**config.mk**
```make
export PLATFORM = sky130hd
export DESIGN_NAME = seven_segment_frame_builder_flat
export DESIGN_NICKNAME = d
export VERILOG_FILES = /design/src/hdl/ssfb_pkg.sv /design/src/hdl/ssfb_ifc.sv /design/src/hdl/seven_segment_frame_builder.sv /design/src/hdl/ssfb_front.sv /design/src/hdl/ssfb_queue.sv /design/src/hdl/ssfb_back.sv /design/src/flat_wrapper.sv
export SDC_FILE = /design/constraint.sdc
export NUM_CORES = 1
export LEC_CHECK = 0
export BUFFER_PORTS_ARGS = -buffer_cell sky130_fd_sc_hd__buf_4
export CAP_MARGIN = 20
export CORE_MARGIN = 2
export CORE_UTILIZATION = 54
export DETAILED_ROUTE_END_ITERATION = 10
export MAX_ROUTING_LAYER = met4
export PLACE_DENSITY = 0.75
export SLEW_MARGIN = 5
export SYNTH_ARGS = -nofsm -noshare
export SYNTH_HDL_FRONTEND = slang
export SYNTH_SLANG_ARGS = --single-unit
```
**constraint.sdc**
```tcl
create_clock -name clk -period 7 [get_ports clk]
set_input_delay 1.4 -clock clk [delete_from_list [all_inputs] [get_ports clk]]
set_output_delay 1.4 -clock clk [all_outputs]
set_load 0.01 [all_outputs]
```
**src/hdl/ssfb_pkg.sv**
```systemverilog
// types, codes and constants shared by the seven-segment frame builder
// no dependencies; every other file but ssfb_ifc refers to it by scoped names
`default_nettype none

package ssfb_pkg;

	// request codes of the command word; code 7 is unused
	typedef enum logic [2:0] {
		REQ_INIT   = 3'd0,
		REQ_NUMBER = 3'd1,
		REQ_TEMP   = 3'd2,
		REQ_SCORE  = 3'd3,
		REQ_BRIGHT = 3'd4,
		REQ_BLINK  = 3'd5,
		REQ_CLEAR  = 3'd6
	} ssfb_req_t;

	// configuration register indexes
	localparam logic [1:0] REG_DATA_CMD = 2'd0;
	localparam logic [1:0] REG_ADDR_CMD = 2'd1;
	localparam logic [1:0] REG_DISP_CMD = 2'd2;

	// configuration reset values
	localparam logic [7:0] DATA_CMD_RST = 8'h40;
	localparam logic [7:0] ADDR_CMD_RST = 8'hC0;
	localparam logic [7:0] DISP_CMD_RST = 8'h88;

	// byte sequence kinds handed from front to back
	typedef enum logic [1:0] {
		KIND_INIT,
		KIND_FRAME,
		KIND_SCORE,
		KIND_SINGLE
	} ssfb_kind_t;

	// segment and control constants
	localparam logic [7:0]  SEG_BLANK   = 8'h00;
	localparam logic [7:0]  SEG_POINT   = 8'h80;
	localparam logic [7:0]  SEG_C       = 8'h39;
	localparam logic [7:0]  SEG_H       = 8'h76;
	localparam logic [7:0]  SEG_I       = 8'h06;
	localparam logic [7:0]  SEG_DASH    = 8'h40;
	localparam logic [7:0]  BRIGHT_BASE = 8'h88;
	localparam logic [7:0]  BLINK_CTRL  = 8'h89;
	localparam logic [2:0]  LEVEL_MAX   = 3'd7;
	localparam logic [13:0] VALUE_MAX   = 14'd9999;
	localparam logic [13:0] UNIT_1000   = 14'd1000;
	localparam logic [13:0] UNIT_100    = 14'd100;
	localparam logic [13:0] UNIT_10     = 14'd10;

	// last byte index of the init, frame and score kinds, and the first index of the second score frame
	localparam logic [3:0] LAST_INIT   = 4'd6;
	localparam logic [3:0] LAST_FRAME  = 4'd4;
	localparam logic [3:0] LAST_SCORE  = 4'd9;
	localparam logic [3:0] SCORE_FRAME2 = 4'd5;

	// configuration register set
	typedef struct packed {
		logic [7:0] data_cmd;
		logic [7:0] addr_cmd;
		logic [7:0] disp_cmd;
	} ssfb_cfg_t;

	// queue entry: one classified command with its prepared bytes
	typedef struct packed {
		ssfb_kind_t      kind;
		logic [3:0][7:0] seg;
		logic [7:0]      single;
	} ssfb_entry_t;

	// one decimal digit step: digit and what is left below the unit
	typedef struct packed {
		logic [3:0]  digit;
		logic [13:0] rem;
	} ssfb_digit_t;

	// segment pattern of a decimal digit
	function automatic logic [7:0] font(input logic [3:0] d);
		logic [7:0] r;
		case (d)
			4'd0: r = 8'h3F;
			4'd1: r = 8'h06;
			4'd2: r = 8'h5B;
			4'd3: r = 8'h4F;
			4'd4: r = 8'h66;
			4'd5: r = 8'h6D;
			4'd6: r = 8'h7D;
			4'd7: r = 8'h07;
			4'd8: r = 8'h7F;
			4'd9: r = 8'h6F;
			default: r = SEG_BLANK;
		endcase
		return r;
	endfunction

	// compare ladder against the unit multiples; v stays below ten units
	function automatic ssfb_digit_t digit_step(input logic [13:0] v, input logic [13:0] unit);
		ssfb_digit_t r;
		r.digit = 4'd0;
		for (int i = 1; i < 10; i++) begin
			if (v >= 14'(i) * unit)
				r.digit = 4'(i);
		end
		r.rem = v - 14'(r.digit) * unit;
		return r;
	endfunction

endpackage

`default_nettype wire

```
**src/hdl/ssfb_ifc.sv**
```systemverilog
// valid/ready channel interfaces of the seven-segment frame builder
// command word in, display byte out; no dependencies
`default_nettype none

interface ssfb_cmd_if;
	logic        valid;
	logic        ready;
	logic [2:0]  req_type;
	logic [15:0] value;
	logic        show_zeros;
	logic [7:0]  level;
	logic        blink_on;

	modport source(output valid, output req_type, output value, output show_zeros,
		output level, output blink_on, input ready);
	modport sink(input valid, input req_type, input value, input show_zeros,
		input level, input blink_on, output ready);
endinterface

interface ssfb_byte_if;
	logic       valid;
	logic       ready;
	logic [7:0] byte_out;
	logic       frame_first;
	logic       frame_last;
	logic       last;

	modport source(output valid, output byte_out, output frame_first, output frame_last,
		output last, input ready);
	modport sink(input valid, input byte_out, input frame_first, input frame_last,
		input last, output ready);
endinterface

`default_nettype wire

```
**src/hdl/seven_segment_frame_builder.sv**
```systemverilog
// channel  | role   | handshake   | word
// cmd      | sink   | valid/ready | one display command
// disp     | source | valid/ready | one controller byte with start/stop marks
// cfg      | write  | cfg_wr_en   | one 8-bit register, index 0..2
//
// a command has 1, 5, 7 or 10 bytes, which the byte sequencer sends one byte per
// cycle while disp is ready; after the accept edge the first byte passes through
// the three digit stages, the queue and the output register. reset clears all
// valid bits and loads the register defaults; no clearing pass. a stalled disp
// holds the output register while cmd keeps flowing until the QUEUE_DEPTH
// entries and the three front stages fill.
//
// top level of the seven-segment frame builder; uses ssfb_pkg, ssfb_ifc,
// ssfb_front, ssfb_queue and ssfb_back
`default_nettype none

module seven_segment_frame_builder #(
	parameter int QUEUE_DEPTH = 2
) (
	input  wire logic       clk,
	input  wire logic       arst_n,
	input  wire logic       cfg_wr_en,
	input  wire logic [1:0] cfg_index,
	input  wire logic [7:0] cfg_data,
	ssfb_cmd_if.sink        cmd,
	ssfb_byte_if.source     disp
);

	ssfb_pkg::ssfb_cfg_t   cfg_q;
	logic                  q_wr_valid, q_wr_ready;
	logic                  q_rd_valid, q_pop;
	ssfb_pkg::ssfb_entry_t q_wr_data, q_rd_data;

	// configuration registers
	always_ff @(posedge clk or negedge arst_n) begin
		if (!arst_n) begin
			cfg_q.data_cmd <= ssfb_pkg::DATA_CMD_RST;
			cfg_q.addr_cmd <= ssfb_pkg::ADDR_CMD_RST;
			cfg_q.disp_cmd <= ssfb_pkg::DISP_CMD_RST;
		end else if (cfg_wr_en) begin
			case (cfg_index)
				ssfb_pkg::REG_DATA_CMD: cfg_q.data_cmd <= cfg_data;
				ssfb_pkg::REG_ADDR_CMD: cfg_q.addr_cmd <= cfg_data;
				ssfb_pkg::REG_DISP_CMD: cfg_q.disp_cmd <= cfg_data;
				default: cfg_q <= cfg_q;
			endcase
		end
	end

	ssfb_front u_front (
		.clk      (clk),
		.arst_n   (arst_n),
		.cmd      (cmd),
		.disp_cmd (cfg_q.disp_cmd),
		.q_valid  (q_wr_valid),
		.q_ready  (q_wr_ready),
		.q_data   (q_wr_data)
	);

	ssfb_queue #(
		.DEPTH (QUEUE_DEPTH)
	) u_queue (
		.clk      (clk),
		.arst_n   (arst_n),
		.wr_valid (q_wr_valid),
		.wr_ready (q_wr_ready),
		.wr_data  (q_wr_data),
		.rd_valid (q_rd_valid),
		.rd_pop   (q_pop),
		.rd_data  (q_rd_data)
	);

	ssfb_back u_back (
		.clk     (clk),
		.arst_n  (arst_n),
		.cfg     (cfg_q),
		.q_valid (q_rd_valid),
		.q_pop   (q_pop),
		.q_data  (q_rd_data),
		.disp    (disp)
	);

`ifndef SYNTHESIS
	// every command ends with a stop condition
	a_last_has_stop: assert property (@(posedge clk) disable iff (!arst_n)
		disp.valid && disp.last |-> disp.frame_last)
		else $error("final byte of a command without stop");

	// the sequencer only retires an entry that is present
	a_pop_has_entry: assert property (@(posedge clk) disable iff (!arst_n)
		q_pop |-> q_rd_valid)
		else $error("queue pop while empty");

	// a byte opening a frame never follows a byte that did not close one
	a_start_after_stop: assert property (@(posedge clk) disable iff (!arst_n)
		disp.valid && disp.ready && !disp.frame_last |=> !(disp.valid && disp.frame_first))
		else $error("start condition inside an open frame");
`endif

endmodule

`default_nettype wire

```
**src/hdl/ssfb_front.sv**
```systemverilog
// front end: accepts commands, splits the value into decimal digits over
// three stages and classifies each command into a queue entry; uses ssfb_pkg
`default_nettype none

module ssfb_front (
	input  wire logic                 clk,
	input  wire logic                 arst_n,
	ssfb_cmd_if.sink                  cmd,
	input  wire logic [7:0]           disp_cmd,
	output      logic                 q_valid,
	input  wire logic                 q_ready,
	output      ssfb_pkg::ssfb_entry_t q_data
);

	logic        vld_s1, vld_s2, vld_s3;
	logic [2:0]  req_s1, req_s2, req_s3;
	logic        lz_s1, lz_s2, lz_s3;
	logic [2:0]  lvl_s1, lvl_s2, lvl_s3;
	logic        blink_s1, blink_s2, blink_s3;
	logic [13:0] val_s1;
	logic [3:0]  d0_s2, d0_s3, d1_s3;
	logic [13:0] rem_s2, rem_s3;

	logic        en;
	logic        push_req;
	logic [13:0] val_in;
	logic [2:0]  lvl_in;
	ssfb_pkg::ssfb_digit_t st0, st1, st2;
	logic [3:0]  d2, d3;
	logic        show0, show1, show2;

	// the whole pipeline moves unless a finished entry waits on a full queue
	assign push_req  = vld_s3 && (req_s3 != 3'(ssfb_pkg::REQ_CLEAR + 3'd1));
	assign en        = !push_req || q_ready;
	assign cmd.ready = en;
	assign q_valid   = push_req;

	// operand selection and saturation
	always_comb begin
		if (cmd.req_type == ssfb_pkg::REQ_TEMP)
			val_in = {6'd0, cmd.value[7:0]};
		else if (cmd.value > 16'(ssfb_pkg::VALUE_MAX))
			val_in = ssfb_pkg::VALUE_MAX;
		else
			val_in = cmd.value[13:0];
		lvl_in = (cmd.level > 8'(ssfb_pkg::LEVEL_MAX)) ? ssfb_pkg::LEVEL_MAX : cmd.level[2:0];
	end

	// one decimal digit step per stage; the last step also leaves the units digit
	assign st0 = ssfb_pkg::digit_step(val_s1, ssfb_pkg::UNIT_1000);
	assign st1 = ssfb_pkg::digit_step(rem_s2, ssfb_pkg::UNIT_100);
	assign st2 = ssfb_pkg::digit_step(rem_s3, ssfb_pkg::UNIT_10);
	assign d2  = st2.digit;
	assign d3  = st2.rem[3:0];

	// stage valid bits
	always_ff @(posedge clk or negedge arst_n) begin
		if (!arst_n) begin
			vld_s1 <= 1'b0;
			vld_s2 <= 1'b0;
			vld_s3 <= 1'b0;
		end else if (en) begin
			vld_s1 <= cmd.valid;
			vld_s2 <= vld_s1;
			vld_s3 <= vld_s2;
		end
	end

	// stage payload
	always_ff @(posedge clk) begin
		if (en) begin
			req_s1   <= cmd.req_type;
			lz_s1    <= cmd.show_zeros;
			lvl_s1   <= lvl_in;
			blink_s1 <= cmd.blink_on;
			val_s1   <= val_in;

			req_s2   <= req_s1;
			lz_s2    <= lz_s1;
			lvl_s2   <= lvl_s1;
			blink_s2 <= blink_s1;
			d0_s2    <= st0.digit;
			rem_s2   <= st0.rem;

			req_s3   <= req_s2;
			lz_s3    <= lz_s2;
			lvl_s3   <= lvl_s2;
			blink_s3 <= blink_s2;
			d0_s3    <= d0_s2;
			d1_s3    <= st1.digit;
			rem_s3   <= st1.rem;
		end
	end

	// zero blanking chain
	assign show0 = lz_s3 || (d0_s3 != 4'd0);
	assign show1 = show0 || (d1_s3 != 4'd0);
	assign show2 = show1 || (d2 != 4'd0);

	// classify and prepare the bytes of the entry
	always_comb begin
		q_data.kind   = ssfb_pkg::KIND_FRAME;
		q_data.seg    = {4{ssfb_pkg::SEG_BLANK}};
		q_data.single = ssfb_pkg::SEG_BLANK;
		case (req_s3)
			ssfb_pkg::REQ_INIT: begin
				q_data.kind = ssfb_pkg::KIND_INIT;
			end
			ssfb_pkg::REQ_NUMBER: begin
				q_data.seg[0] = show0 ? ssfb_pkg::font(d0_s3) : ssfb_pkg::SEG_BLANK;
				q_data.seg[1] = show1 ? ssfb_pkg::font(d1_s3) : ssfb_pkg::SEG_BLANK;
				q_data.seg[2] = show2 ? ssfb_pkg::font(d2) : ssfb_pkg::SEG_BLANK;
				q_data.seg[3] = ssfb_pkg::font(d3);
			end
			ssfb_pkg::REQ_TEMP: begin
				q_data.seg[0] = ssfb_pkg::font(d2);
				q_data.seg[1] = ssfb_pkg::font(d3) | ssfb_pkg::SEG_POINT;
				q_data.seg[2] = ssfb_pkg::SEG_C;
				q_data.seg[3] = ssfb_pkg::SEG_BLANK;
			end
			ssfb_pkg::REQ_SCORE: begin
				q_data.kind   = ssfb_pkg::KIND_SCORE;
				q_data.seg[0] = ssfb_pkg::font(d0_s3);
				q_data.seg[1] = ssfb_pkg::font(d1_s3);
				q_data.seg[2] = ssfb_pkg::font(d2);
				q_data.seg[3] = ssfb_pkg::font(d3);
			end
			ssfb_pkg::REQ_BRIGHT: begin
				q_data.kind   = ssfb_pkg::KIND_SINGLE;
				q_data.single = ssfb_pkg::BRIGHT_BASE | {5'd0, lvl_s3};
			end
			ssfb_pkg::REQ_BLINK: begin
				q_data.kind   = ssfb_pkg::KIND_SINGLE;
				q_data.single = blink_s3 ? ssfb_pkg::BLINK_CTRL : disp_cmd;
			end
			ssfb_pkg::REQ_CLEAR: begin
				q_data.kind = ssfb_pkg::KIND_FRAME;
			end
			default: begin
				q_data.kind = ssfb_pkg::KIND_FRAME;
			end
		endcase
	end

endmodule

`default_nettype wire

```
**src/hdl/ssfb_queue.sv**
```systemverilog
// short entry queue between the front end and the byte sequencer
// register file with wrap-around pointers and a fill count; uses ssfb_pkg
`default_nettype none

module ssfb_queue #(
	parameter int DEPTH = 2
) (
	input  wire logic                  clk,
	input  wire logic                  arst_n,
	input  wire logic                  wr_valid,
	output      logic                  wr_ready,
	input  wire ssfb_pkg::ssfb_entry_t wr_data,
	output      logic                  rd_valid,
	input  wire logic                  rd_pop,
	output      ssfb_pkg::ssfb_entry_t rd_data
);

	localparam int PW = (DEPTH > 1) ? $clog2(DEPTH) : 1;
	localparam int CW = $clog2(DEPTH + 1);

	ssfb_pkg::ssfb_entry_t mem_q [DEPTH];
	logic [PW-1:0] wr_ptr_q, rd_ptr_q;
	logic [CW-1:0] count_q;
	logic          push, pop;

	assign wr_ready = (count_q != CW'(DEPTH));
	assign rd_valid = (count_q != '0);
	assign push     = wr_valid && wr_ready;
	assign pop      = rd_pop && rd_valid;
	assign rd_data  = mem_q[rd_ptr_q];

	// pointers and fill count
	always_ff @(posedge clk or negedge arst_n) begin
		if (!arst_n) begin
			wr_ptr_q <= '0;
			rd_ptr_q <= '0;
			count_q  <= '0;
		end else begin
			if (push)
				wr_ptr_q <= (wr_ptr_q == PW'(DEPTH - 1)) ? '0 : wr_ptr_q + 1'b1;
			if (pop)
				rd_ptr_q <= (rd_ptr_q == PW'(DEPTH - 1)) ? '0 : rd_ptr_q + 1'b1;
			case ({push, pop})
				2'b10:   count_q <= count_q + 1'b1;
				2'b01:   count_q <= count_q - 1'b1;
				default: count_q <= count_q;
			endcase
		end
	end

	// entry storage
	always_ff @(posedge clk) begin
		if (push)
			mem_q[wr_ptr_q] <= wr_data;
	end

endmodule

`default_nettype wire

```
**src/hdl/ssfb_back.sv**
```systemverilog
// byte sequencer: walks one queue entry byte by byte into the output register
// marks start, stop and the final byte of each command; uses ssfb_pkg
`default_nettype none

module ssfb_back (
	input  wire logic                  clk,
	input  wire logic                  arst_n,
	input  wire ssfb_pkg::ssfb_cfg_t   cfg,
	input  wire logic                  q_valid,
	output      logic                  q_pop,
	input  wire ssfb_pkg::ssfb_entry_t q_data,
	ssfb_byte_if.source                disp
);

	logic [3:0] cnt_q;
	logic       vld_q;
	logic [7:0] byte_q;
	logic       first_q, stop_q, last_q;

	logic       load;
	logic [7:0] b;
	logic       ff, fl, fin;
	logic [3:0] idx_frame, idx_score;

	assign load  = !vld_q || disp.ready;
	assign q_pop = load && q_valid && fin;

	assign idx_frame = cnt_q - 4'd1;
	assign idx_score = cnt_q - 4'd6;

	// byte for the current position in the entry
	always_comb begin
		b   = ssfb_pkg::SEG_BLANK;
		ff  = 1'b0;
		fl  = 1'b0;
		fin = 1'b0;
		case (q_data.kind)
			ssfb_pkg::KIND_INIT: begin
				case (cnt_q)
					4'd0: begin
						b  = cfg.data_cmd;
						ff = 1'b1;
						fl = 1'b1;
					end
					4'd1: begin
						b  = cfg.disp_cmd;
						ff = 1'b1;
						fl = 1'b1;
					end
					4'd2: begin
						b  = cfg.addr_cmd;
						ff = 1'b1;
					end
					ssfb_pkg::LAST_INIT: begin
						fl  = 1'b1;
						fin = 1'b1;
					end
					default: b = ssfb_pkg::SEG_BLANK;
				endcase
			end
			ssfb_pkg::KIND_FRAME: begin
				if (cnt_q == 4'd0) begin
					b  = cfg.addr_cmd;
					ff = 1'b1;
				end else begin
					b = q_data.seg[idx_frame[1:0]];
				end
				fl  = (cnt_q == ssfb_pkg::LAST_FRAME);
				fin = fl;
			end
			ssfb_pkg::KIND_SCORE: begin
				case (cnt_q)
					4'd0, ssfb_pkg::SCORE_FRAME2: begin
						b  = cfg.addr_cmd;
						ff = 1'b1;
					end
					4'd1: b = ssfb_pkg::SEG_H;
					4'd2: b = ssfb_pkg::SEG_I;
					4'd3: b = ssfb_pkg::SEG_DASH;
					4'd4: begin
						b  = ssfb_pkg::SEG_DASH;
						fl = 1'b1;
					end
					ssfb_pkg::LAST_SCORE: begin
						b   = q_data.seg[idx_score[1:0]];
						fl  = 1'b1;
						fin = 1'b1;
					end
					default: b = q_data.seg[idx_score[1:0]];
				endcase
			end
			ssfb_pkg::KIND_SINGLE: begin
				b   = q_data.single;
				ff  = 1'b1;
				fl  = 1'b1;
				fin = 1'b1;
			end
			default: begin
				fin = 1'b1;
			end
		endcase
	end

	// position counter and output valid
	always_ff @(posedge clk or negedge arst_n) begin
		if (!arst_n) begin
			vld_q <= 1'b0;
			cnt_q <= 4'd0;
		end else if (load) begin
			vld_q <= q_valid;
			if (q_valid)
				cnt_q <= fin ? 4'd0 : cnt_q + 4'd1;
		end
	end

	// output word register
	always_ff @(posedge clk) begin
		if (load && q_valid) begin
			byte_q  <= b;
			first_q <= ff;
			stop_q  <= fl;
			last_q  <= fin;
		end
	end

	assign disp.valid       = vld_q;
	assign disp.byte_out    = byte_q;
	assign disp.frame_first = first_q;
	assign disp.frame_last  = stop_q;
	assign disp.last        = last_q;

endmodule

`default_nettype wire
```
**src/flat_wrapper.sv**
```systemverilog
// flat-port wrapper written by rule: the top's interface ports become plain ports
module seven_segment_frame_builder_flat 
#(
	parameter int QUEUE_DEPTH = 2
)
  (clk, arst_n, cfg_wr_en, cfg_index, cfg_data, cmd_valid, cmd_req_type, cmd_value, cmd_show_zeros, cmd_level, cmd_blink_on, cmd_ready, disp_valid, disp_byte_out, disp_frame_first, disp_frame_last, disp_last, disp_ready);
  ssfb_cmd_if cmd_i ();
  ssfb_byte_if disp_i ();
  input  wire logic clk;
  input  wire logic arst_n;
  input  wire logic cfg_wr_en;
  input  wire logic [1:0] cfg_index;
  input  wire logic [7:0] cfg_data;
  input wire logic [$bits(cmd_i.valid)-1:0] cmd_valid;
  input wire logic [$bits(cmd_i.req_type)-1:0] cmd_req_type;
  input wire logic [$bits(cmd_i.value)-1:0] cmd_value;
  input wire logic [$bits(cmd_i.show_zeros)-1:0] cmd_show_zeros;
  input wire logic [$bits(cmd_i.level)-1:0] cmd_level;
  input wire logic [$bits(cmd_i.blink_on)-1:0] cmd_blink_on;
  output wire logic [$bits(cmd_i.ready)-1:0] cmd_ready;
  output wire logic [$bits(disp_i.valid)-1:0] disp_valid;
  output wire logic [$bits(disp_i.byte_out)-1:0] disp_byte_out;
  output wire logic [$bits(disp_i.frame_first)-1:0] disp_frame_first;
  output wire logic [$bits(disp_i.frame_last)-1:0] disp_frame_last;
  output wire logic [$bits(disp_i.last)-1:0] disp_last;
  input wire logic [$bits(disp_i.ready)-1:0] disp_ready;
  assign cmd_i.valid = cmd_valid;
  assign cmd_i.req_type = cmd_req_type;
  assign cmd_i.value = cmd_value;
  assign cmd_i.show_zeros = cmd_show_zeros;
  assign cmd_i.level = cmd_level;
  assign cmd_i.blink_on = cmd_blink_on;
  assign cmd_ready = cmd_i.ready;
  assign disp_valid = disp_i.valid;
  assign disp_byte_out = disp_i.byte_out;
  assign disp_frame_first = disp_i.frame_first;
  assign disp_frame_last = disp_i.frame_last;
  assign disp_last = disp_i.last;
  assign disp_i.ready = disp_ready;
  seven_segment_frame_builder #(.QUEUE_DEPTH(QUEUE_DEPTH)) u_core (.clk(clk), .arst_n(arst_n), .cfg_wr_en(cfg_wr_en), .cfg_index(cfg_index), .cfg_data(cfg_data), .cmd(cmd_i), .disp(disp_i));
endmodule
```
=== Word level (Yosys, flattened, before mapping) ===
Memories as Yosys holds them, arrays and structs flattened. A register that Yosys moved wholly into a read port is not among the register bits.
Index checks and enable logic that the tools add are counted.

* Flip-flop bits (word level): 125
* Latch bits: 0
* Memory bits (writable): 84
* Memory bits (read-only): 1120
* Input port bits: 44
* Output and inout bits: 13
* Word-level logic and storage cells: 208
* Memories kept: 11

* Add/sub/neg operators: 10
* Multiply operators: 3
* Divide/modulo/power cells: 0
* Magnitude comparators: 31
* Equal/unequal tests: 22
* Shifts and indexed selects: 0
* Multiplexer cells: 64
* Bitwise gates (word level): 0
* Reductions and logical operators: 32

{| class="wikitable"
|+ Memories
! name !! depth !! width !! read ports !! clocked after Yosys merged registers in !! wr ports !! RTL line !! RTL
|-
| (no name shown) || 16 || 7 || 1 || 1 || 0 || ssfb_pkg.sv:80 || <nowiki>case (d)</nowiki>
|-
| (no name shown) || 16 || 7 || 1 || 1 || 0 || ssfb_pkg.sv:80 ||
|-
| (no name shown) || 16 || 7 || 1 || 0 || 0 || ssfb_pkg.sv:80 ||
|-
| (no name shown) || 16 || 7 || 1 || 0 || 0 || ssfb_pkg.sv:80 ||
|-
| (no name shown) || 16 || 7 || 1 || 0 || 0 || ssfb_pkg.sv:80 ||
|-
| (no name shown) || 16 || 7 || 1 || 0 || 0 || ssfb_pkg.sv:80 ||
|-
| 5 more memories || - || - || - || - || - || - ||
|}

{| class="wikitable"
|+ Operators by type and width
! kind !! number
|-
| $mux 4 || 29
|-
| $pmux 32 s3 || 1
|-
| $ge 14x10->1 const B || 5
|-
| $mux 8 || 8
|-
| $pmux 8 s4 || 2
|-
| $ge 14x13->1 const B || 4
|-
| $ge 14x7->1 const B || 4
|-
| $ge 14x6->1 const B || 3
|-
| $ge 14x9->1 const B || 3
|-
| $bmux 8 s2 || 2
|-
| $ge 14x12->1 const B || 2
|-
| $ge 14x5->1 const B || 2
|-
| $pmux 8 s3 || 1
|-
| $gt 16x14->1 const B || 1
|-
| $pmux 8 s2 || 1
|-
| $ge 14x11->1 const B || 1
|-
| $ge 14x14->1 const B || 1
|-
| $ge 14x4->1 const B || 1
|-
| $ge 14x8->1 const B || 1
|-
| $mux 1 || 14
|-
| $mux 14 || 1
|-
| $sub 14x11->14 || 1
|-
| $sub 14x14->14 || 1
|-
| $eq 4x3->1 const B || 3
|-
| 35 further kinds || 70
|}

=== Depth between registers and ports, before layout ===
Gate-level depths: netlist of the first run.

* Depth in word-level cells: 14
* Depth in mapped cells: 23
* Depth with buffers taken out: 22

=== Modules after synthesis ===
A second synthesis of the first run with hierarchy kept.

* Cells, all modules: 1086
* Area, all modules: 12731.0 sq um

{| class="wikitable"
|+ Modules (own cells, without submodules)
! module !! instances !! cells an instance !! area an instance (sq um) !! seq. area each (sq um)
|-
| ssfb_front || 1 || 704 || 6807.8 || 2697.6
|-
| ssfb_queue || 1 || 148 || 3254.4 || 2622.5
|-
| ssfb_back || 1 || 183 || 1750.4 || 455.4
|-
| seven_segment_frame_builder || 1 || 51 || 918.4 || 606.8
|}

=== Worst setup path after synthesis of the first run ===
OpenSTA, ideal clock, no wires.

* Path type: register to register
* Start point: reg u_core.u_front.val_s1[11]
* End point: reg u_core.u_front.rem_s2[12] (data pin)
* Setup time: 130 ps
* Arrival time: 4686 ps
* Data required time: 6870 ps
* Setup slack: 2185 ps
* Stages on the path, launching flop included: 19
* Buffers on the path: 1
* Clock period less this slack: 4815 ps
* Path through: edfxtp_1 > clkbuf_1 > and2_1 > nor3b_1 > nor2_1 > nand2_1 > fa_1 > inv_1 > fa_1 > ha_1 > a21o_1 > a21oi_1 > o21bai_1 > a21oi_1 > xor2_1 > ha_1 > or4b_2 > o211ai_1 > a211o_1

{| class="wikitable"
|+ RTL lines
! item !! RTL line !! RTL
|-
| from (decl) || ssfb_front.sv:20 || <nowiki>logic [13:0] val_s1;</nowiki>
|-
| from (signal assigned) || ssfb_front.sv:76 || <nowiki>val_s1 <= val_in;</nowiki>
|-
| to (signal assigned) || ssfb_front.sv:83 || <nowiki>rem_s2 <= st0.rem;</nowiki>
|-
| to (decl) || ssfb_front.sv:22 || <nowiki>logic [13:0] rem_s2, rem_s3;</nowiki>
|}

==> results of run 1 <==
[placed cells by master (no fill, tap or decap), drive strengths merged, types with 6 or more instances in the layout]
master / count
a211oi: 10
a21o: 13
a21oi: 61
a222oi: 8
a31oi: 9
and2: 7
buf: 64
clkbuf: 35
dfrtp: 31
dfxtp: 14
edfxtp: 167
fa: 11
ha: 69
inv: 54
mux2: 30
mux2i: 29
mux4: 28
nand2: 68
nand2b: 15
nand3: 8
nor2: 79
nor2b: 18
nor3: 17
nor4: 8
o21ai: 55
o21bai: 6
o22ai: 12
o31ai: 10
or2: 11
or3: 9
xnor2: 18
xor2: 14
[worst register-to-register path: stages (launching register included)]
cell and delay, ns:
edfxtp_1 0.53, and2_1 0.25, nor3b_1 0.14, nor2_1 0.35, nand2_1 0.30, fa_1 0.64, inv_1 0.11, fa_1 0.47
ha_1 0.35, a21o_1 0.17, a21oi_1 0.24, o21bai_1 0.10, a21oi_1 0.18, xor2_1 0.10, ha_1 0.38, or4b_2 0.61
o211ai_1 0.14, a211o_1 0.12
[power breakdown]
| group | switching (mW) | internal [mW] | total, mW | leakage [nW] |
|---|---|---|---|---|
| clock | 0.498 | 0.770 | 1.27 | 0.390 |
| combinational | 2.19 | 1.65 | 3.84 | 2.81 |
| sequential | 0.403 | 2.23 | 2.63 | 2.16 |
[worst max-delay path by stage]
stage	end	slack (ns)	cells past startpoint
final	u_core.u_front.rem_s2[12]$_DFFE_PN_	1.69	17
after floorplan	u_core.u_front.rem_s2[12]$_DFFE_PN_	2.18	18
after CTS	u_core.u_front.rem_s2[12]$_DFFE_PN_	1.72	17
after detailed placement	u_core.u_front.rem_s2[12]$_DFFE_PN_	1.75	17
after global routing	u_core.u_front.rem_s2[12]$_DFFE_PN_	1.33	17
after global placement	u_core.u_front.rem_s2[12]$_DFFE_PN_	1.92	17
[synthesized netlist by cell type, types with 13 or more instances]
cell type / number
nor2b_1: 18
ha_1: 69
nand2_1: 68
mux2_2: 30
mux4_2: 28
dfxtp_1: 14
a21o_1: 13
mux2i_1: 27
o21ai_0: 48
edfxtp_1: 167
dfrtp_1: 31
a21oi_1: 59
clkbuf_1: 21
xnor2_1: 18
nor2_1: 79
nand2b_1: 15
inv_1: 54
xor2_1: 14
buf_2: 13
nor3_1: 16
[sequential cells by signal, summed over array words and instances, names as in the netlist, 2 cells and up, named ones only]
name and flops:
u_core.u_front.d1_s3 4, u_core.cfg_q 24, u_core.u_back.disp.byte_out 8, u_core.u_queue.mem_q 78
u_core.u_queue.count_q 2, u_core.u_front.req_s3 3, u_core.u_front.rem_s2 14, u_core.u_front.d0_s2 4
u_core.u_front.lvl_s2 3, u_core.u_back.cnt_q 4, u_core.u_front.lvl_s1 3, u_core.u_front.rem_s3 14
u_core.u_front.lvl_s3 3, u_core.u_front.d0_s3 4, u_core.u_front.req_s2 3, u_core.u_front.val_s1 14
u_core.u_front.req_s1 3
[cells by family (layout without fill, tap and decap cells)]
group | Yosys count | in the layout
and+or+nand+nor | 272 | 272
AOI/OAI and AO/OA | 234 | 234
DFF | 217 | 217
buffers and inverters | 94 | 164
muxes | 87 | 87
adders and majority gates | 80 | 80
xor gates and xnor gates | 32 | 32
[layout make-up]
type / count / area (um^2) / area share (%)
clock inverter: 9 / 93.8 / 0.685
sequential: 217 / 6200 / 45.3
tap: 280 / 350 / 2.56
timing repair buffer: 64 / 505 / 3.69
inverter: 56 / 210 / 1.53
clock buffer: 35 / 736 / 5.37
multi-input combinational: 705 / 5600 / 40.9
[metal layers]
metal  vias up  global-route usage [%]
li1       3937                       -
met2       230                    38.0
met1      4079                    28.1
met5         -                       -
met3        51                    2.85
met4         0                    6.14
==> metrics.csv, run 1 <==
stage,metric,value,unit
critical_path,critical_path.top_delay_family,adder cells,
sta,whs,0.409,ns
sta,maxSlewViolCount,0,
clocking,cts.sinks,217,
critical_path,crit-reg2reg-launch,u_core.u_front.val_s1[11]$_SDFFCE_PP0N_,
clocking,clk_pin_slew,0.06,ns
clocking,cts_hold_buf,0,
critical_path,crit_fanout,10,
yosys,ys_seq_area_share,51.0,%
yosys,synthMuxAreaShare,10.4,%
floorplanning,pin_count,57,
route,ant_nets,0,
critical_path,timing.rr.end,u_core.u_front.rem_s2[12]$_DFFE_PN_,
clocking,numCtsBuffers,24,
yosys,ys_types,89,
route,drc_errors,0,
yosys,syn_area,12200,um^2
sta,worst_slack,1.69,ns
yosys,yosys-top-cells-area,"edfxtp_1 (41%), ha_1 (7.1%), dfrtp_1 (6.4%), mux4_2 (5.2%), mux2_2 (2.8%)",
power,power_density,565,nW/um^2
clocking,clock_latency,0.52,ns
floorplanning,fp-row-count,54,
sta,fin_crit_sh,75.8,%
sta,clock_skew,0.0121,ns
route,post_drt_via_cell_ratio,6.07,
final_layout,num_antenna_cells,0,
yosys,yosysTopAreaCellShare,41.2,%
yosys,synth_fa_ha_area_share,8.91,%
final_layout,drive_gt1_share,18.2,%
floorplanning,fp.dieH,154,um
yosys,synth_edf_count,167,
grt,grt_usage,22.2,%
route,wl_met1,10.5,mm
yosys,yosys.area.top_type,edfxtp_1,
clocking,post_cts_resized,0,
grt,antenna_found_initial,0,
floorplanning,floorplan.initialDensity,55.4,%
clocking,clock_path_buffers,3,
yosys,synth-simple-area-share,11.4,%
final_layout,fillers,1671,
grt,grt_max_degree,54,
yosys,syn_inst,1016,
route,drt_iter0_drc,579,
route,drtPass1Iterations,6,
placed_design,dp_cells,1320,
outcome,status,"complete, no violations",
floorplanning,die_w,154,um
critical_path,crit_slowest_cell,fa_1,
power,ir_worst_vdd,632,uV
clocking,cts_tree,built,
run,maxCapViolations,0,
route,met3_length,1.23,mm
sta,rsz0062_at_grt,false,
sta,fmax,188,MHz
critical_path,reg2reg_slack,1.69,ns
yosys,synthFlopType,edfxtp_1,
critical_path,end_kind,register,
yosys,synthArstFlopShare,16.6,%
route,via_count,8297,
route,totalWireLength,25.4,mm
critical_path,cp.required,7.38,ns
clocking,htree_levels,1,
yosys,synth_compound_area_share,12.8,%
critical_path,crit_arrival,5.69,ns
critical_path,reg2reg_depth,17,
hold_path,hold_depth,0,
yosys,synth_top_family_by_area,compound AO/OA/AOI/OAI gates,
power,finalPower,7.74,mW
critical_path,max_stage_delay,0.64,ns
floorplanning,core-area,22000,um^2
placed_design,dpl_cell_area,12800,um^2
critical_path,worstPathCellList,"and2_1, nor3b_1, nor2_1, nand2_1, fa_1, inv_1, fa_1, ha_1, a21o_1, a21oi_1, o21bai_1, a21oi_1, xor2_1, ha_1, or4b_2, o211ai_1, a211o_1",
route,dr_wl_met2,12.9,mm
placed_design,place_congestion,0.928,
yosys,yosysWarnings,0,
sta,min_period,5.31,ns
grt,grt_pass1_wl,41.2,mm
sta,timing.setup.tns,0,ns
clocking,cts-root-buf,clkbuf_16,
final_layout,final_core_util,62.4,%
clocking,cts_setup_buffers,0,
hold_path,whs_endpoint,u_core.u_front.lvl_s3[0]$_DFFE_PN_,
placed_design,io_buffers,56,
yosys,synthesis.nets,1140,
floorplanning,die_area,23700,um^2
grt,overflow,0,
critical_path,critical_path_class,reg2reg,
route,top_layer,met4,
hold_path,hp-class,reg2reg,
grt,grt_pass1_vias,8069,
yosys,synth-seq-cells,217,
sta,hold_viol,0,
yosys,synth_xor_area_share,2.31,%
critical_path,critPathLaunchType,register,
placed_design,place_ws,1.75,ns
final_layout,final_nets,1192,
final_layout,areaGrowthSynthToFinish,12.7,%
sta,relSlewSlack,48.7,%
yosys,syn_area_per_cell,12.0,um^2
hold_path,hold_path_startpoint,u_core.u_front.lvl_s2[0]$_DFFE_PN_,
placed_design,hpwl,18.3,mm
sta,tightest_slew,0.769,ns
sta,setup_viol,0,
power,leakagePower,5.36,nW
final_layout,layoutNonFillerInstCount,1366,
final_layout,final_area,13700,um^2
critical_path,worstSetupStartpoint,u_core.u_front.val_s1[11]$_SDFFCE_PP0N_,
critical_path,crit_buf_inv,1,
route,post_drt_wl_per_cell,18.6,um
Power figures use the tool's default switching activity.
==> run 2: changes to the inputs <==
- clock period: 7 -> 5.25 ns (I/O delays scaled with it)
==> metrics.csv, run 2 (synthesis gave the netlist of run 1 again) <==
stage,metric,value,unit
outcome,status,"complete, no violations",
placed_design,hpwl,17.7,mm
placed_design,dpl_cell_area,12900,um^2
grt,antenna_found_initial,0,
placed_design,place_ws,0.206,ns
hold_path,hp-class,reg2reg,
final_layout,final_cell_mix,"edfxtp_1 (167), nor2_1 (77), ha_1 (69), nand2_1 (67), buf_4 (67)",
sta,relSlewSlack,41.1,%
route,ant_nets,0,
sta,clock_skew,0.0135,ns
clocking,cts_tree,built,
final_layout,final_core_util,62.6,%
critical_path,critical_path.top_delay_family,adder cells,
sta,hold_viol,0,
final_layout,areaGrowthSynthToFinish,13.1,%
critical_path,max_stage_delay,0.61,ns
power,power_density,754,nW/um^2
grt,grt_max_degree,40,
placed_design,place_congestion,0.925,
power,leakagePower,5.41,nW
sta,rsz0062_at_grt,false,
sta,min_period,4.93,ns
grt,grt_usage,21.2,%
final_layout,top_register,u_core.u_queue.mem_q,
grt,overflow,0,
final_layout,final_nets,1197,
critical_path,crit_buf_inv,1,
sta,fin_crit_sh,93.9,%
sta,fmax,203,MHz
final_layout,num_antenna_cells,0,
critical_path,crit_fanout,6,
critical_path,reg2reg_depth,18,
placed_design,dp_cells,1323,
floorplanning,core-area,22000,um^2
floorplanning,floorplan.initialDensity,55.4,%
floorplanning,die_w,154,um
clocking,clock_path_buffers,3,
final_layout,final_common_cell,edfxtp_1,
clocking,cts-root-buf,clkbuf_16,
clocking,cts.sinks,217,
sta,whs,0.417,ns
sta,setup_viol,0,
placed_design,io_buffers,56,
route,post_drt_via_cell_ratio,5.92,
sta,timing.setup.tns,0,ns
critical_path,critical_path_class,reg2reg,
critical_path,crit_arrival,5.31,ns
power,finalPower,10.4,mW
critical_path,crit_slowest_cell,or4b_2,
hold_path,hold_depth,0,
final_layout,fillers,1689,
final_layout,final_area,13800,um^2
critical_path,cp.depth,18,
run,maxCapViolations,0,
route,totalWireLength,24.4,mm
clocking,clk_pin_slew,0.06,ns
route,drt_iter0_drc,595,
final_layout,largest_register_ffs,78,
clocking,cts_hold_buf,0,
critical_path,worstPathCellList,"nand3_2, nor2_1, a2111oi_0, o21ai_0, nand2_2, fa_1, inv_1, fa_1, ha_1, a21o_1, a21oi_1, o21bai_1, a21oi_1, xor2_1, ha_1, or4b_2, o211ai_1, a211o_1",
final_layout,top_regs,"u_core.u_queue.mem_q x78, u_core.cfg_q x24",
route,drtPass1Iterations,6,
critical_path,critPathLaunchType,register,
clocking,clock_latency,0.51,ns
floorplanning,die_area,23700,um^2
clocking,htree_levels,1,
sta,maxSlewViolCount,0,
sta,worst_slack,0.323,ns
route,post_drt_wl_per_cell,17.8,um
route,drc_errors,0,
sta,tightest_slew,0.883,ns
grt,grt_pass1_vias,7838,
route,via_count,8115,
clocking,numCtsBuffers,24,
critical_path,cp.required,5.63,ns
final_layout,layoutNonFillerInstCount,1371,
power,ir_worst_vdd,643,uV
floorplanning,fp-row-count,54,
floorplanning,pin_count,57,
floorplanning,fp.dieH,154,um
critical_path,end_kind,register,
grt,grt_pass1_wl,39.5,mm
final_layout,drive_gt1_share,19.0,%
[run 2: layout make-up]
class / instances / area, um^2 / share of cell area (%)
clock buffers: 30 / 664 / 4.83
inverters: 56 / 210 / 1.53
well taps: 280 / 350 / 2.55
multi-input cells: 705 / 5610 / 40.8
clock inverters: 14 / 174 / 1.26
flip-flops and latches: 217 / 6200 / 45.1
repair buffers: 69 / 543 / 3.95
[run 2: repair_timing]
| action | in CTS | in global routing |
|---|---|---|
| buffers inserted | 0 | 2 |
| gates resized for setup | 0 | 4 |
| endpoints found under the setup margin | 0 | 2 |
[run 2: where the power goes]
group          switching, mW  total [mW]  leakage [nW]  internal, mW
Sequential             0.565        3.53          2.16          2.96
Clock                  0.661        1.75         0.412          1.09
Combinational           2.88        5.10          2.84          2.22
[run 2: final timing paths]
| path | from | endpoint | slack (ns) |
|---|---|---|---|
| max | u_core.u_front.val_s1[7]$_DFFE_PN_ | u_core.u_front.rem_s2[12]$_DFFE_PN_ | 0.32 |
| min | u_core.u_front.val_s1[2]$_DFFE_PN_ | u_core.u_front.rem_s2[2]$_DFFE_PN_ | 0.42 |
| max in group asynchronous | arst_n | u_core.u_queue.rd_ptr_q$_DFFE_PN0P_ | 4.38 |
| max reg2reg | u_core.u_front.val_s1[7]$_DFFE_PN_ | u_core.u_front.rem_s2[12]$_DFFE_PN_ | 0.32 |
| min in group asynchronous | arst_n | u_core.u_back.cnt_q[2]$_DFFE_PN0P_ | 0.50 |
| min reg2reg | u_core.u_front.val_s1[2]$_DFFE_PN_ | u_core.u_front.rem_s2[2]$_DFFE_PN_ | 0.42 |
[run 2: routing by layer]
metal / vias to the layer above / global-route usage [%] / wire (um)
met5: - / - / 0
met4: 0 / 7.48 / 848
met3: 54 / 2.96 / 1130
met2: 206 / 34.0 / 11700
met1: 3916 / 27.8 / 10700
li1: 3939 / - / -
==> run 3: changes to the inputs <==
- RECOVER_POWER: default -> 25
==> metrics.csv, run 3 (synthesis gave the netlist of run 1 again) <==
stage,metric,value,unit
grt,grt_pass1_wl,39.5,mm
clocking,clock_path_buffers,3,
outcome,violations,"capacitance limit, slew limit",
route,drt_iter0_drc,578,
power,power_density,755,nW/um^2
critical_path,crit-reg2reg-launch,u_core.u_front.val_s1[11]$_SDFFCE_PP0N_,
sta,maxSlewViolCount,37,
final_layout,largest_register_ffs,78,
clocking,clk_pin_slew,0.06,ns
sta,hold_viol,0,
floorplanning,die_area,23700,um^2
floorplanning,fp.dieH,154,um
clocking,clock_latency,0.51,ns
critical_path,cp.required,5.63,ns
sta,timing.setup.tns,0,ns
hold_path,hold_depth,0,
final_layout,drive_gt1_share,18.3,%
power,leakagePower,5.38,nW
clocking,htree_levels,1,
critical_path,crit_fanout,10,
route,post_drt_wl_per_cell,17.8,um
route,via_count,8100,
final_layout,num_antenna_cells,0,
final_layout,areaGrowthSynthToFinish,12.9,%
clocking,cts_hold_buf,0,
power,ir_worst_vdd,643,uV
final_layout,top_regs,"u_core.u_queue.mem_q x78, u_core.cfg_q x24",
final_layout,final_common_cell,edfxtp_1,
route,drc_errors,0,
outcome,status,"finished, violations left",
critical_path,reg2reg_depth,18,
route,totalWireLength,24.4,mm
final_layout,final_nets,1197,
sta,fmax,203,MHz
critical_path,crit_arrival,5.31,ns
hold_path,hold_path_startpoint,u_core.u_front.val_s1[2]$_DFFE_PN_,
critical_path,max_stage_delay,0.61,ns
clocking,numCtsBuffers,24,
grt,grt_pass1_vias,7838,
floorplanning,fp-row-count,54,
placed_design,hpwl,17.7,mm
grt,grt_max_degree,40,
route,post_drt_via_cell_ratio,5.91,
floorplanning,die_w,154,um
sta,rsz0062_at_grt,false,
critical_path,reg2reg_slack,0.32,ns
critical_path,crit_slowest_cell,or4b_2,
placed_design,io_buffers,56,
final_layout,fillers,1698,
clocking,cts-root-buf,clkbuf_16,
sta,whs,0.417,ns
route,ant_nets,0,
critical_path,critPathLaunchType,register,
critical_path,worstPathCellList,"and2_1, nor3b_1, nor2_1, buf_4, nand2_1, fa_1, inv_1, fa_1, ha_1, a21o_1, a21oi_1, o21bai_1, a21oi_1, xor2_1, ha_1, or4b_2, o211ai_1, a211o_1",
floorplanning,floorplan.initialDensity,55.4,%
clocking,cts.sinks,217,
grt,grt_usage,21.2,%
sta,min_period,4.93,ns
hold_path,whs_endpoint,u_core.u_front.rem_s2[2]$_DFFE_PN_,
route,drtPass1Iterations,5,
sta,relSlewSlack,-39.1,%
grt,antenna_found_initial,0,
sta,fin_crit_sh,93.9,%
grt,overflow,0,
sta,clock_skew,0.0126,ns
critical_path,timing.rr.end,u_core.u_front.rem_s2[12]$_DFFE_PN_,
sta,setup_viol,0,
floorplanning,core-area,22000,um^2
sta,tightest_slew,2.09,ns
critical_path,end_kind,register,
hold_path,hp-class,reg2reg,
clocking,cts_tree,built,
run,maxCapViolations,1,
final_layout,top_register,u_core.u_queue.mem_q,
final_layout,final_cell_mix,"edfxtp_1 (167), nor2_1 (77), ha_1 (69), nand2_1 (67), a21oi_1 (59)",
placed_design,place_congestion,0.925,
critical_path,critical_path_class,reg2reg,
floorplanning,pin_count,57,
## run 3: changes by cell type in the layout (fill, tap and decap cells not counted), sizes merged
cell | previous run | this run
buf | 69 | 59
clkbuf | 30 | 40
## run 3: repair_timing
action	in CTS	in global routing
gates resized for setup	0	4
buffers inserted	0	2
setup endpoints to repair	0	2
## run 3: worst max-delay path: cells and delay by family, from the launching register on
family,cells,cell delay (ns)
AO/OA/AOI/OAI,6,0.91
XOR/XNOR,1,0.09
adder cells (fa/ha/maj),4,1.76
buffers and inverters,2,0.27
flip-flops,1,0.53
AND/OR/NAND/NOR,5,1.23
## run 3: worst max path at each step
stage,start,to
after floorplan,u_core.u_front.val_s1[11]$_SDFFCE_PP0N_,u_core.u_front.rem_s2[12]$_DFFE_PN_
after global placement,u_core.u_front.val_s1[6]$_DFFE_PN_,u_core.u_front.rem_s2[12]$_DFFE_PN_
after detailed placement,u_core.u_front.val_s1[6]$_DFFE_PN_,u_core.u_front.rem_s2[12]$_DFFE_PN_
after CTS,u_core.u_front.val_s1[6]$_DFFE_PN_,u_core.u_front.rem_s2[12]$_DFFE_PN_
after global routing,u_core.u_front.val_s1[10]$_SDFFCE_PP0N_,u_core.u_front.rem_s2[12]$_DFFE_PN_
final,u_core.u_front.val_s1[11]$_SDFFCE_PP0N_,u_core.u_front.rem_s2[12]$_DFFE_PN_
## run 3: final cells by class
class / instances / area [um^2] / share of cell area, %
inverters: 56 / 210 / 1.53
flip-flops and latches: 217 / 6200 / 45.2
multi-input cells: 705 / 5610 / 40.9
repair buffers: 69 / 517 / 3.76
well taps: 280 / 350 / 2.55
clock inverters: 14 / 174 / 1.27
clock buffers: 30 / 664 / 4.84
## run 3: metrics by stage
step / worst slack, ns / std cells / instance area (um^2) / total power, mW / util (%)
6_report: 0.322 / 1371 / 13700 / 10.4 / 62.5
5_1_grt: 0.0134 / 1371 / 13700 / 11.1 / 62.5
4_1_cts: 0.165 / 1367 / 13700 / 10.4 / 62.4
3_3_place_gp: 0.351 / 1323 / 12900 / 8.41 / 58.5
3_5_place_dp: 0.206 / 1323 / 12900 / 8.55 / 58.5
2_1_floorplan: 0.435 / 1016 / 12200 / 7.30 / -
## run 3: per-layer routing
layer	track usage [%]	part of all wire, %
met5	-	0
met4	7.48	3.6
met3	2.96	4.9
met2	34.0	48
met1	27.8	44
## run 3: report_power, final
part | internal [mW] | switching, mW | total, mW | leakage (nW)
clock network | 1.09 | 0.660 | 1.75 | 0.412
registers | 2.96 | 0.564 | 3.53 | 2.16
logic | 2.21 | 2.88 | 5.09 | 2.81
